==> config.mk <==
export PLATFORM = sky130hd
export DESIGN_NAME = xor_masked_base64_decoder_top
export DESIGN_NICKNAME = d
export VERILOG_FILES = /design/src/hw/rtl/xmb64_pkg.sv /design/src/hw/rtl/xor_masked_base64_decoder_top.sv /design/src/hw/rtl/xmb64_front.sv /design/src/hw/rtl/xmb64_queue.sv /design/src/hw/rtl/xmb64_back.sv
export SDC_FILE = /design/constraint.sdc
export NUM_CORES = 1
export LEC_CHECK = 0
export BUFFER_PORTS_ARGS = -buffer_cell sky130_fd_sc_hd__buf_2
export CAP_MARGIN = 15
export CORE_ASPECT_RATIO = 0.8
export CORE_MARGIN = 2
export CORE_UTILIZATION = 41
export CTS_CLUSTER_DIAMETER = 120
export DETAILED_ROUTE_END_ITERATION = 7
export GPL_TIMING_DRIVEN = 0
export MAX_ROUTING_LAYER = met4
export PLACE_DENSITY = 0.66
export SYNTH_ARGS = -nofsm -noshare
export SYNTH_HDL_FRONTEND = slang
export SYNTH_SLANG_ARGS = --single-unit
==> constraint.sdc <==
create_clock -name clk -period 6.05 [get_ports clk]
set_clock_uncertainty 0.15 [all_clocks]
set_input_delay 1.5125 -clock clk [delete_from_list [all_inputs] [get_ports clk]]
set_output_delay 1.5125 -clock clk [all_outputs]
set_load 0.01 [all_outputs]
==> src/hw/rtl/xmb64_pkg.sv <==
// Shared types, constants and the base64 character map for the XOR-masked
// base64 decoder. No dependencies; every other file uses it by scoped names.
package xmb64_pkg;

  localparam int KeyBytes   = 32;
  localparam int KeyIdxW    = $clog2(KeyBytes);
  localparam int KeyWords   = 4;
  localparam int KeyWordW   = 64;
  localparam int CfgIdxW    = 3;
  localparam int SextetW    = 6;
  localparam int AccW       = 18;
  localparam int GroupW     = 24;
  localparam int QueueDepth = 2;
  localparam int QueuePtrW  = 1;
  localparam int QueueCntW  = 2;

  // Configuration register indexes
  localparam logic [CfgIdxW-1:0] CfgKeyWord0 = 3'd0;
  localparam logic [CfgIdxW-1:0] CfgKeyWord1 = 3'd1;
  localparam logic [CfgIdxW-1:0] CfgKeyWord2 = 3'd2;
  localparam logic [CfgIdxW-1:0] CfgKeyWord3 = 3'd3;

  // Sextet slot that closes a group, and byte slot that closes a group
  localparam logic [1:0] GroupFullPos = 2'd3;
  localparam logic [1:0] LastByteSel  = 2'd2;

  typedef logic [KeyIdxW-1:0] key_idx_t;
  typedef logic [KeyBytes-1:0][7:0] key_t;

  // One completed 24-bit group handed from front to back
  typedef struct packed {
    logic [GroupW-1:0] word;
    key_idx_t          key_base;
    logic              last;
  } group_t;

  typedef struct packed {
    logic full;
    logic empty;
  } q_status_t;

  // Map an unmasked character to its 6-bit value; anything else is zero
  function automatic logic [SextetW-1:0] sextet_of(input logic [7:0] c);
    logic [7:0] v;
    v = 8'd0;
    if (c inside {[8'h41:8'h5A]}) begin
      v = c - 8'h41;
    end else if (c inside {[8'h61:8'h7A]}) begin
      v = c - 8'd71;
    end else if (c inside {[8'h30:8'h39]}) begin
      v = c + 8'd4;
    end else if (c == 8'h2B) begin
      v = 8'd62;
    end else if (c == 8'h2F) begin
      v = 8'd63;
    end
    return v[SextetW-1:0];
  endfunction

endpackage

==> src/hw/rtl/xor_masked_base64_decoder_top.sv <==
// Top level of the XOR-masked base64 decoder: key registers, front end,
// group queue and back end. Uses xmb64_pkg, xmb64_front, xmb64_queue, xmb64_back.
//
// The decoder takes one masked text byte per cycle and, for every fourth byte,
// emits three plain bytes one per cycle, while plain_stall is low, from a
// registered output, so a steady stream runs at one text byte per cycle.
// A two-group queue sits between the front end that packs sextets and the back
// end that serializes bytes; text_stall rises only when a byte that closes a
// group meets a full queue. The user must write the key through the cfg port
// only while no resource is in flight; the block does not enforce it. A
// trailing partial group is dropped.
module xor_masked_base64_decoder_top (
  input  logic                              clk,
  input  logic                              rst,
  input  logic                              cfg_write,
  input  logic [xmb64_pkg::CfgIdxW-1:0]     cfg_index,
  input  logic [xmb64_pkg::KeyWordW-1:0]    cfg_data,
  input  logic                              text_valid,
  input  logic [7:0]                        text_byte,
  input  logic                              text_last,
  output logic                              text_stall,
  output logic                              plain_valid,
  output logic [7:0]                        plain_byte,
  output logic                              plain_last,
  input  logic                              plain_stall
);

  logic [xmb64_pkg::KeyWords-1:0][xmb64_pkg::KeyWordW-1:0] key_word;
  xmb64_pkg::key_t      key;
  xmb64_pkg::group_t    q_entry;
  xmb64_pkg::group_t    q_head;
  xmb64_pkg::q_status_t q_status;
  logic                 q_push;
  logic                 q_pop;
  logic                 cfg_hit;

  assign key     = key_word;
  assign cfg_hit = cfg_write && (cfg_index <= xmb64_pkg::CfgKeyWord3);

  // Hold the key words
  always_ff @(posedge clk) begin
    if (rst) begin
      key_word <= '0;
    end else if (cfg_hit) begin
      case (cfg_index)
        xmb64_pkg::CfgKeyWord0: key_word[0] <= cfg_data;
        xmb64_pkg::CfgKeyWord1: key_word[1] <= cfg_data;
        xmb64_pkg::CfgKeyWord2: key_word[2] <= cfg_data;
        xmb64_pkg::CfgKeyWord3: key_word[3] <= cfg_data;
        default:                key_word    <= key_word;
      endcase
    end
  end

  xmb64_front u_front (
    .clk        (clk),
    .rst        (rst),
    .key        (key),
    .text_valid (text_valid),
    .text_byte  (text_byte),
    .text_last  (text_last),
    .text_stall (text_stall),
    .q_status   (q_status),
    .q_push     (q_push),
    .q_entry    (q_entry)
  );

  xmb64_queue u_queue (
    .clk        (clk),
    .rst        (rst),
    .push       (q_push),
    .push_entry (q_entry),
    .pop        (q_pop),
    .head       (q_head),
    .status     (q_status)
  );

  xmb64_back u_back (
    .clk         (clk),
    .rst         (rst),
    .key         (key),
    .q_head      (q_head),
    .q_status    (q_status),
    .q_pop       (q_pop),
    .plain_valid (plain_valid),
    .plain_byte  (plain_byte),
    .plain_stall (plain_stall),
    .plain_last  (plain_last)
  );

`ifndef NO_ASSERTIONS
  // Never push a group into a full queue
  a_no_overflow: assert property (@(posedge clk) disable iff (rst)
    !(q_push && q_status.full))
    else $error("group pushed into full queue");

  // Never pop an empty queue
  a_no_underflow: assert property (@(posedge clk) disable iff (rst)
    !(q_pop && q_status.empty))
    else $error("group popped from empty queue");

  // When the final group of a resource leaves the queue, its third byte is loaded with plain_last set
  a_pop_loads_last: assert property (@(posedge clk) disable iff (rst)
    (q_pop && q_head.last) |=> (plain_valid && plain_last))
    else $error("closing byte of final group not flagged");
`endif

endmodule

==> src/hw/rtl/xmb64_front.sv <==
// Front end: accepts masked text bytes, unmasks and maps them to sextets and
// packs four sextets into a group for the queue. Uses xmb64_pkg.
module xmb64_front (
  input  logic                  clk,
  input  logic                  rst,
  input  xmb64_pkg::key_t       key,
  input  logic                  text_valid,
  input  logic [7:0]            text_byte,
  input  logic                  text_last,
  output logic                  text_stall,
  input  xmb64_pkg::q_status_t  q_status,
  output logic                  q_push,
  output xmb64_pkg::group_t     q_entry
);

  logic [xmb64_pkg::AccW-1:0]    acc;
  logic [1:0]                    pos;
  xmb64_pkg::key_idx_t           in_idx;
  xmb64_pkg::key_idx_t           out_idx;
  logic [7:0]                    plain_char;
  logic [xmb64_pkg::SextetW-1:0] sextet;
  logic                          accept;
  logic                          group_done;

  // Unmask and classify the incoming character
  always_comb begin
    plain_char = text_byte ^ key[in_idx];
    sextet     = xmb64_pkg::sextet_of(plain_char);
    group_done = (pos == xmb64_pkg::GroupFullPos);
    text_stall = group_done && q_status.full;
    accept     = text_valid && !text_stall;
    q_push     = accept && group_done;
    q_entry.word     = {acc, sextet};
    q_entry.key_base = out_idx;
    q_entry.last     = text_last;
  end

  // Advance the sextet packer and key positions
  always_ff @(posedge clk) begin
    if (rst) begin
      acc     <= '0;
      pos     <= '0;
      in_idx  <= '0;
      out_idx <= '0;
    end else if (accept) begin
      if (text_last) begin
        acc     <= '0;
        pos     <= '0;
        in_idx  <= '0;
        out_idx <= '0;
      end else begin
        in_idx <= in_idx + xmb64_pkg::key_idx_t'(1);
        if (group_done) begin
          acc     <= '0;
          pos     <= '0;
          out_idx <= out_idx + xmb64_pkg::key_idx_t'(3);
        end else begin
          acc <= {acc[xmb64_pkg::AccW-xmb64_pkg::SextetW-1:0], sextet};
          pos <= pos + 2'd1;
        end
      end
    end
  end

endmodule

==> src/hw/rtl/xmb64_queue.sv <==
// Two-entry group queue between the front and back ends.
// Uses xmb64_pkg for the entry and status types.
module xmb64_queue (
  input  logic                  clk,
  input  logic                  rst,
  input  logic                  push,
  input  xmb64_pkg::group_t     push_entry,
  input  logic                  pop,
  output xmb64_pkg::group_t     head,
  output xmb64_pkg::q_status_t  status
);

  xmb64_pkg::group_t                 mem [xmb64_pkg::QueueDepth];
  logic [xmb64_pkg::QueuePtrW-1:0]   wr_ptr;
  logic [xmb64_pkg::QueuePtrW-1:0]   rd_ptr;
  logic [xmb64_pkg::QueueCntW-1:0]   count;

  // Report fill state and present the oldest group
  always_comb begin
    status.full  = (count == xmb64_pkg::QueueCntW'(xmb64_pkg::QueueDepth));
    status.empty = (count == '0);
    head         = mem[rd_ptr];
  end

  // Store pushed groups
  always_ff @(posedge clk) begin
    if (push) begin
      mem[wr_ptr] <= push_entry;
    end
  end

  // Track pointers and occupancy
  always_ff @(posedge clk) begin
    if (rst) begin
      wr_ptr <= '0;
      rd_ptr <= '0;
      count  <= '0;
    end else begin
      if (push) begin
        wr_ptr <= wr_ptr + 1'b1;
      end
      if (pop) begin
        rd_ptr <= rd_ptr + 1'b1;
      end
      case ({push, pop})
        2'b10:   count <= count + 1'b1;
        2'b01:   count <= count - 1'b1;
        default: count <= count;
      endcase
    end
  end

endmodule

==> src/hw/rtl/xmb64_back.sv <==
// Back end: splits each queued group into three bytes, masks each with its
// output key byte and drives the registered output channel. Uses xmb64_pkg.
module xmb64_back (
  input  logic                  clk,
  input  logic                  rst,
  input  xmb64_pkg::key_t       key,
  input  xmb64_pkg::group_t     q_head,
  input  xmb64_pkg::q_status_t  q_status,
  output logic                  q_pop,
  output logic                  plain_valid,
  output logic [7:0]            plain_byte,
  input  logic                  plain_stall,
  output logic                  plain_last
);

  logic [1:0]          sel;
  logic                load;
  logic                take;
  logic                sel_last;
  logic [7:0]          raw_byte;
  xmb64_pkg::key_idx_t key_idx;

  // Pick the byte of the group and its key position
  always_comb begin
    load     = !plain_valid || !plain_stall;
    take     = load && !q_status.empty;
    sel_last = (sel == xmb64_pkg::LastByteSel);
    q_pop    = take && sel_last;
    key_idx  = q_head.key_base + xmb64_pkg::key_idx_t'(sel);
    case (sel)
      2'd0:    raw_byte = q_head.word[23:16];
      2'd1:    raw_byte = q_head.word[15:8];
      default: raw_byte = q_head.word[7:0];
    endcase
  end

  // Advance the byte counter and output valid
  always_ff @(posedge clk) begin
    if (rst) begin
      sel         <= '0;
      plain_valid <= 1'b0;
    end else if (load) begin
      plain_valid <= !q_status.empty;
      if (take) begin
        sel <= sel_last ? 2'd0 : sel + 2'd1;
      end
    end
  end

  // Load the output payload
  always_ff @(posedge clk) begin
    if (take) begin
      plain_byte <= raw_byte ^ key[key_idx];
      plain_last <= q_head.last && sel_last;
    end
  end

endmodule

==> impl_metrics.env, run 1 <==
export IMPL_fin_crit_ps=5860
export IMPL_gr_total_overflow=0
export IMPL_syn_to_final_growth_pct=14.2
export IMPL_whs_endpoint="u_queue.mem[1][24]"
export IMPL_worstHoldPathType="flop to flop"
export IMPL_worstSkewPairLatency_ps=580
export IMPL_syn_cell_area_um2=17700
export IMPL_report_final_slew_viol_count=0
export IMPL_timing_final_hold_violations=0
export IMPL_syn_nets=1906
export IMPL_netlist_instances=1814
export IMPL_timing_rr_end="u_back.plain_byte[3]"
export IMPL_die_area_um2=44900
export IMPL_h_tree_depth=2
export IMPL_fin_ws_ps=188
export IMPL_io_buffers=90
export IMPL_tightest_slew_ps=1150
export IMPL_antenna_cells=0
export IMPL_ir_drop_mv=0.176
export IMPL_cp_max_fo=10
export IMPL_required_ps=6200
export IMPL_std_cell_rows=68
export IMPL_fill_cells=4048
export IMPL_powerDensity_nw_per_um2=267
export IMPL_reg2reg_depth=10
export IMPL_dr_first_iter_drc_count=2114
export IMPL_die_y_um=190
export IMPL_grtUsageTotal=0.336
export IMPL_dp_hpwl_mm=57.6
export IMPL_antenna_left=0
export IMPL_yosysWarnings=0
export IMPL_coreArea_um2=42900
export IMPL_drv_cap=0
export IMPL_rrSetupSlack_ps=190
export IMPL_ys_seq_area_frac=0.449
export IMPL_synth_edf_count=69
export IMPL_finalSetupViolCount=0
export IMPL_antenna_found_initial=2
export IMPL_worstSetupPathType="flop to flop"
export IMPL_final_cells=2541
export IMPL_crit_path_end_kind="flop"
export IMPL_leakagePower_nw=6.70
export IMPL_max_freq_ghz=0.171
export IMPL_place_congestion=1.12
export IMPL_dp_cells=2470
export IMPL_cts_root_buf="clkbuf_16"
export IMPL_cts_buffer_depth=3
export IMPL_hold_path_depth=0
export IMPL_initial_core_util=0.413
export IMPL_arrival_ps=6010
export IMPL_cts_tree="built"
export IMPL_cts_buffers=39
export IMPL_ys_ff_latch=363
export IMPL_fin_nets=2044
export IMPL_yosysUniqueCellTypes=72
export IMPL_hp_start="u_front.acc[12]"
export IMPL_grt_pass1_vias=14300
export IMPL_die_x_um=237
export IMPL_dr_total_vias=15700
export IMPL_wirelength_mm=74.3
export IMPL_clkTransAtPathRegs_ps=60
export IMPL_async_reset_ff_frac=0
export IMPL_avgSynthCellArea_um2=9.77
export IMPL_ys_flop_type="dfxtp_1"
export IMPL_max_slew_margin=0.229
export IMPL_rsz0062_at_grt="false"
export IMPL_finalPower_mw=5.42
export IMPL_final_core_util=0.472
export IMPL_grt_pass1_wl_mm=103
export IMPL_via_per_inst=6.16
export IMPL_dr_pass1_iters=6
export IMPL_drive_gt1_frac=0.173
export IMPL_start_kind="flop"
export IMPL_period_share=0.969
export IMPL_grt_max_degree=31
export IMPL_post_route_drc_count=0
export IMPL_cts_sinks=363
export IMPL_status="finished clean"
export IMPL_wl_per_cell_um=29.3
export IMPL_post_place_ws_ps=204
export IMPL_io_pin_count=92
what timing repair did:
action,in CTS,in global routing
endpoints found under the setup margin,0,1
hold buffers,0,0
gates resized for setup,0,3
setup buffers,0,0
per-stage QoR:
step / setup TNS [ps] / hold WS [ps] / cell area [um^2]
after CTS: 0 / 307 / 20200
final: 0 / 314 / 20300
after global placement: -1030 / 288 / 18900
after detailed placement: 0 / 298 / 19000
after global routing: 0 / 333 / 20300
after floorplan: 0 / 276 / 17700
placed cells by master (no fill, tap or decap), types with 6 or more instances in the layout:
cell type	netlist	final
nor2_1	56	55
nand2_1	553	553
a22oi_1	26	26
buf_2	4	94
ha_1	10	10
buf_1	12	12
a21oi_1	279	279
buf_4	8	11
edfxtp_1	69	69
dfxtp_1	294	294
nand2b_1	7	7
mux2_2	19	19
mux2i_1	75	75
and2_1	6	6
buf_6	5	7
clkbuf_16	0	39
clkinv_2	0	6
o21ai_0	9	9
mux4_2	124	124
clkbuf_1	102	109
xnor2_1	21	21
nor2b_1	7	7
xor2_1	8	8
nand3_1	25	25
inv_1	9	9
worst max-delay path: stages (launching register included):
cell and delay, ps:
dfxtp_1 310, clkbuf_1 390, buf_1 760, mux2_2 420, ha_1 290, buf_1 680, clkbuf_1 910, mux4_2 610
mux4_2 550, mux2i_1 390, xnor2_1 130
Yosys cell counts (19+ instances only):
library cell  number  area share
mux4_2           124        0.16
a21oi_1          279       0.079
nand3_1           25      0.0071
dfxtp_1          294        0.33
edfxtp_1          69        0.12
a22oi_1           26       0.011
xnor2_1           21       0.010
clkbuf_1         102       0.022
mux2i_1           75       0.042
mux2_2            19       0.012
nand2_1          553        0.12
nor2_1            56       0.012
where the power goes:
group	leakage, nW	switching, mW	internal (mW)	total, mW
registers	3.03	0.0681	2.50	2.57
clock network	0.625	1.05	1.36	2.41
logic	3.04	0.291	0.153	0.444
total	6.70	1.41	4.01	5.42
sequential cells by signal, summed over array words and instances (netlist names), named ones only:
register / cells
u_queue.rd_ptr: 1
u_front.acc: 18
u_back.plain_last: 1
u_back.plain_valid: 1
u_back.sel: 2
key: 256
u_front.out_idx: 5
u_front.pos: 2
u_front.in_idx: 5
u_back.plain_byte: 8
u_queue.count: 2
u_queue.mem: 60
u_queue.wr_ptr: 1
worst max path at each step:
stage | end | cells past startpoint | slack, ps
2_1_floorplan | u_back.plain_byte[1] | 11 | 1580
3_3_place_gp | u_back.plain_byte[5] | 11 | -170
3_5_place_dp | u_back.plain_byte[5] | 10 | 200
4_1_cts | u_back.plain_byte[5] | 10 | 210
5_1_grt | u_back.plain_byte[5] | 10 | 6
6_report | u_back.plain_byte[3] | 10 | 190
cell type report:
class	count	area, um^2	share of cell area
buffer	134	616	0.0304
sequential	363	7960	0.393
multi-input combinational	1308	9140	0.451
inverter	9	33.8	0.00167
clock buffer	52	1070	0.0531
clock inverter	18	194	0.00958
tap	560	701	0.0346
timing repair buffer	97	538	0.0266
kinds of logic (layout without fill, tap and decap cells):
| group | after synthesis | after routing | synth area share |
|---|---|---|---|
| flip-flops | 363 | 363 | 0.449 |
| XOR/XNOR | 35 | 35 | 0.0198 |
| AO/OA/AOI/OAI | 355 | 355 | 0.115 |
| AND/OR/NAND/NOR | 687 | 687 | 0.156 |
| adder cells (fa/ha/maj) | 11 | 11 | 0.00819 |
| multiplexers | 220 | 220 | 0.215 |
| buffers and inverters | 143 | 310 | 0.0366 |
metal layers:
| layer | share of wire | global-route usage | vias to the layer above |
|---|---|---|---|
| li1 | - | - | 6702 |
| met1 | 0.41 | 0.456 | 7691 |
| met2 | 0.39 | 0.443 | 1077 |
| met3 | 0.16 | 0.149 | 182 |
| met4 | 0.036 | 0.105 | 0 |
| met5 | 0 | - | - |
Note: power is estimated with default switching activity, not from simulation.
==> run 2, diff against run 1 <==
CORE_MARGIN = not set   (was 2)
RECOVER_POWER = 50   (was not set)
==> impl_metrics.env, run 2 (synthesized netlist as in run 1, its figures left out) <==
export IMPL_max_slew_margin=0.216
export IMPL_final_common_cell="nand2_1"
export IMPL_worstSkewPairLatency_ps=560
export IMPL_initial_core_util=0.420
export IMPL_via_per_inst=6.20
export IMPL_drv_cap=0
export IMPL_dp_cells=2462
export IMPL_use_met3=0.172
export IMPL_fill_cells=3975
export IMPL_antenna_found_initial=0
export IMPL_cts_buffers=38
export IMPL_worstHoldPathType="flop to flop"
export IMPL_io_pin_count=92
export IMPL_seqCellArea_um2=7960
export IMPL_dr_pass1_iters=6
export IMPL_final_core_util=0.478
export IMPL_powerDensity_nw_per_um2=263
export IMPL_wirelength_mm=76.8
export IMPL_leakagePower_nw=6.65
export IMPL_io_buffers=90
export IMPL_grt_pass1_wl_mm=106
export IMPL_post_route_drc_count=0
export IMPL_grtUsageTotal=0.359
export IMPL_die_area_um2=44100
export IMPL_cts_tree="built"
export IMPL_hold_buffers=0
export IMPL_grt_pass1_vias=14100
export IMPL_gr_total_overflow=0
export IMPL_antenna_left=0
export IMPL_multi_input_area_um2=9170
export IMPL_grt_max_degree=31
export IMPL_max_freq_ghz=0.171
export IMPL_cts_sinks=363
export IMPL_period_share=0.966
export IMPL_coreArea_um2=42300
export IMPL_crit_path_end_kind="flop"
export IMPL_place_congestion=1.07
export IMPL_cp_max_fo=10
export IMPL_final_cells=2529
export IMPL_largest_register_ffs=256
export IMPL_finalSetupViolCount=0
export IMPL_report_final_slew_viol_count=0
export IMPL_drive_gt1_frac=0.167
export IMPL_dp_hpwl_mm=59.7
export IMPL_clkTransAtPathRegs_ps=60
export IMPL_dr_total_vias=15700
export IMPL_wl_per_cell_um=30.4
export IMPL_final_cell_mix="nand2_1, dfxtp_1, a21oi_1"
export IMPL_required_ps=6190
export IMPL_cts_buffer_depth=3
export IMPL_fin_nets=2043
export IMPL_busiest_layer="met1"
export IMPL_worstSetupPathType="flop to flop"
export IMPL_status="finished clean"
export IMPL_ir_drop_mv=0.196
export IMPL_grt_util_met1=0.511
export IMPL_start_kind="flop"
export IMPL_fin_crit_ps=5840
export IMPL_rsz0062_at_grt="false"
export IMPL_die_y_um=188
export IMPL_syn_to_final_growth_pct=13.9
export IMPL_tightest_slew_ps=1180
export IMPL_dr_first_iter_drc_count=2055
export IMPL_antenna_cells=0
export IMPL_cts_root_buf="clkbuf_16"
export IMPL_std_cell_rows=67
export IMPL_h_tree_depth=2
export IMPL_use_met2=0.437
export IMPL_arrival_ps=5980
export IMPL_die_x_um=235
export IMPL_timing_final_hold_violations=0
-- run 2: stage by stage --
step | setup slack (ps) | cell area, um^2 | setup TNS (ps) | hold slack (ps) | total power [mW]
after global placement | -726 | 18900 | -4470 | 294 | 3.04
after global routing | 33.0 | 20200 | 0 | 338 | 5.44
after floorplan | 1580 | 17700 | 0 | 276 | 2.83
after detailed placement | -170 | 19000 | -517 | 314 | 3.05
final | 206 | 20200 | 0 | 324 | 5.32
after CTS | 1.41 | 20200 | 0 | 326 | 5.31
-- run 2: worst max-delay path: stages, from the launching register on --
cell and delay [ps]:
dfxtp_1 300, clkbuf_1 350, clkbuf_1 750, mux2_2 420, ha_1 270, buf_1 860
clkbuf_1 690, buf_8 230, mux4_2 500, mux4_2 510, mux2i_1 380, xnor2_1 140
-- run 2: path summary, 6_finish.rpt --
| path | slack (ps) | to | cells past startpoint | from |
|---|---|---|---|---|
| worst max-delay path | 210 | u_back.plain_byte[5] | 11 | flop |
| worst min-delay path | 320 | key[191] | 2 | key[191] |
| worst max register to register | 210 | u_back.plain_byte[5] | 11 | flop |
| worst min register to register | 320 | key[191] | 2 | key[191] |
-- run 2: repair_timing --
| action | in CTS | in global routing |
|---|---|---|
| buffers inserted | 0 | 0 |
| resized for setup | 7 | 7 |
| endpoints found under the hold margin | 0 | 0 |
| endpoints found under the setup margin | 6 | 6 |
-- run 2: final cells by class --
cell class                      instances  area share
Inverter                                9     0.00167
Tap cell                              552      0.0342
Clock inverter                         15     0.00644
Sequential cell                       363       0.394
Multi-Input combinational cell       1308       0.454
Timing Repair Buffer                   97      0.0261
Buffer                                134      0.0308
Clock buffer                           51      0.0525
-- run 2: power by group --
group          leakage [nW]  internal (mW)  switching (mW)
logic                  3.03          0.153           0.296
clock network         0.592           1.28            1.02
registers              3.03           2.50          0.0689
total                  6.65           3.93            1.38
-- run 2: metal layers --
layer | vias up | routed length [um]
met4 | 0 | 2570
met3 | 124 | 12600
met5 | - | 0
met1 | 7802 | 32800
met2 | 1057 | 28900
li1 | 6706 | -
==> run 3, diff against run 2 <==
SYNTH_HIERARCHICAL = 1   (was not set)
==> impl_metrics.env, run 3 <==
export IMPL_status="complete, but fails checks"
export IMPL_dp_hpwl_mm=55.2
export IMPL_dr_total_vias=15200
export IMPL_grt_pass1_wl_mm=103
export IMPL_yosysUniqueCellTypes=78
export IMPL_pwr_share_clk=0.460
export IMPL_fill_cells=4231
export IMPL_netlist_instances=1762
export IMPL_post_route_drc_count=0
export IMPL_antenna_left=0
export IMPL_synth_largest_area_cell="dfxtp_1"
export IMPL_tightest_slew_ps=1950
export IMPL_report_final_slew_viol_count=30
export IMPL_drv_cap=1
export IMPL_worstHoldPathType="flop to flop"
export IMPL_multi_input_area_um2=10700
export IMPL_required_ps=6330
export IMPL_final_cell_mix="mux2i_1, nand2b_1, dfxtp_1"
export IMPL_die_x_um=245
export IMPL_slowest_stage="dfxtp_1"
export IMPL_h_tree_depth=2
export IMPL_die_area_um2=48200
export IMPL_powerDensity_nw_per_um2=254
export IMPL_swShare=0.241
export IMPL_grt_util_met1=0.421
export IMPL_grt_max_degree=31
export IMPL_rsz0062_at_grt="false"
export IMPL_synth_edf_count=69
export IMPL_clkTransAtPathRegs_ps=60
export IMPL_violations="capacitance limit, slew limit"
export IMPL_via_per_inst=5.97
export IMPL_cts_setup_buffers=0
export IMPL_final_cells=2538
export IMPL_final_common_cell="mux2i_1"
export IMPL_seqCellArea_um2=7960
export IMPL_finalSetupTns_ps=0
export IMPL_grt_pass1_vias=15000
export IMPL_drive_gt1_frac=0.166
export IMPL_yosysWarnings=6
export IMPL_timing_final_hold_violations=0
export IMPL_start_kind="flop"
export IMPL_ys_ff_latch=363
export IMPL_worstSetupPathType="flop to flop"
export IMPL_initial_core_util=0.420
export IMPL_p_int_mw=4.24
export IMPL_post_place_ws_ps=-30.4
export IMPL_leakagePower_nw=9.46
export IMPL_combPwrFrac=0.085
export IMPL_async_reset_ff_frac=0
export IMPL_syn_cell_area_um2=19400
export IMPL_cts_buffer_depth=3
export IMPL_coreArea_um2=46200
export IMPL_synth_top_cell_area_share=0.304
export IMPL_std_cell_rows=70
export IMPL_fin_crit_ps=5890
export IMPL_path_cells="buf_2 > buf_2 > clkbuf_2 > mux4_2 > a221oi_1 > o21ai_1 > o21ai_2 > xor2_2 > inv_1 > ha_1 > nor4b_2 > a211oi_2 > o31ai_4 > a211o_1 > nand4_1 > a31o_1"
export IMPL_wl_per_cell_um=28.3
export IMPL_grtUsageTotal=0.305
export IMPL_arrival_ps=6170
export IMPL_cts_sinks=363
export IMPL_crit_path_end_kind="flop"
export IMPL_max_freq_ghz=0.170
export IMPL_seqPwrFrac=0.455
export IMPL_ys_flop_type="dfxtp_1"
export IMPL_finalSetupViolCount=0
export IMPL_cts_buffers=39
export IMPL_dp_cells=2467
export IMPL_avgSynthCellArea_um2=11.0
export IMPL_wirelength_mm=71.9
export IMPL_busiest_layer="met2"
export IMPL_p_sw_mw=1.35
export IMPL_cts_tree="built"
export IMPL_max_slew_margin=-0.300
export IMPL_use_met3=0.0752
export IMPL_ir_drop_mv=0.178
export IMPL_dr_first_iter_drc_count=1474
export IMPL_max_stage_delay_ps=520
export IMPL_fin_ws_ps=162
export IMPL_die_y_um=196
export IMPL_final_core_util=0.476
export IMPL_antenna_found_initial=2
export IMPL_io_buffers=91
export IMPL_largest_register_ffs=256
export IMPL_crit_path_frequent_cell="buf_2"
export IMPL_yosys_top_cells_count="mux2i_1, nand2b_1, dfxtp_1"
export IMPL_cts_root_buf="clkbuf_16"
export IMPL_final_area_um2=22000
export IMPL_place_congestion=1.03
export IMPL_syn_nets=1854
export IMPL_post_dp_cell_area_um2=20600
export IMPL_io_pin_count=92
export IMPL_worstSkewPairLatency_ps=550
export IMPL_period_share=0.973
export IMPL_dr_pass1_iters=5
export IMPL_synth_most_common_cell="mux2i_1"
export IMPL_syn_to_final_growth_pct=13.3
export IMPL_ys_seq_area_frac=0.411
export IMPL_use_met2=0.438
export IMPL_gr_total_overflow=0
export IMPL_cp_max_fo=10
export IMPL_fin_nets=1988
export IMPL_finalPower_mw=5.59
export IMPL_netlist_top_cells_area="dfxtp_1, mux2i_1, edfxtp_1"
export IMPL_fin_hold_ws_ps=306
[run 3: cell count changes after synthesis, moves of 7 or more]
cell,before,now
nand2b_1,7,321
buf_1,12,1
inv_1,9,16
a21oi_1,279,38
mux4_2,124,48
a2111oi_2,0,8
nand3_1,25,9
mux2i_1,75,416
a22o_1,0,7
buf_2,4,48
mux2_2,19,38
a22oi_1,26,82
nand2_1,553,37
clkbuf_1,102,63
[run 3: area by class of cell]
cell class	count	share of cell area
multi-input combinational	1248	0.486
sequential	363	0.362
clock buffer	60	0.0536
tap	612	0.0349
buffer	134	0.0323
timing repair buffer	93	0.0203
clock inverter	9	0.00797
inverter	17	0.00290
antenna	2	0.000228
[run 3: per-layer routing]
metal / wire length [um] / vias up
li1: - / 6656
met1: 32600 / 7649
met2: 30200 / 721
met3: 6880 / 131
met4: 2200 / 0
met5: 0 / -
[run 3: logic make-up after synthesis]
logic type / share of synthesized area
compound gates: 0.0827
xor+xnor: 0.0136
fa+ha+maj: 0.00749
buf+inv: 0.0398
flops: 0.411
mux: 0.296
simple gates: 0.150
[run 3: critical path: cells and delay by family, from the launching register on]
kind / cells / cell delay (ps)
flops: 1 / 520
compound gates: 7 / 1720
buf+inv: 4 / 1560
fa+ha+maj: 1 / 230
simple gates: 2 / 760
xor+xnor: 1 / 380
mux: 1 / 420
[run 3: path summary, 6_finish.rpt]
kind / from / endpoint / slack, ps / cells after the start
setup / recovery: u_front/in_idx[1] / u_front/acc[4] / 160 / 16
hold / removal: u_front/acc[17] / u_queue/mem[1][29] / 310 / 0
hold reg to reg: u_front/acc[17] / u_queue/mem[1][29] / 310 / 0
setup reg to reg: u_front/in_idx[1] / u_front/acc[4] / 160 / 16
[run 3: power by group through the flow]
stage	clock [mW]	sequential, mW	combinational (mW)
2_1_floorplan	0	2.57	0.291
3_3_place_gp	0	2.59	0.457
3_5_place_dp	0	2.59	0.462
4_1_cts	2.59	2.54	0.464
5_1_grt	2.69	2.54	0.497
6_report	2.57	2.54	0.474
[run 3: what timing repair did]
item,4_1_cts,5_1_grt
endpoints found under the setup margin,4,8
hold buffers,0,0
resized for setup,1,2
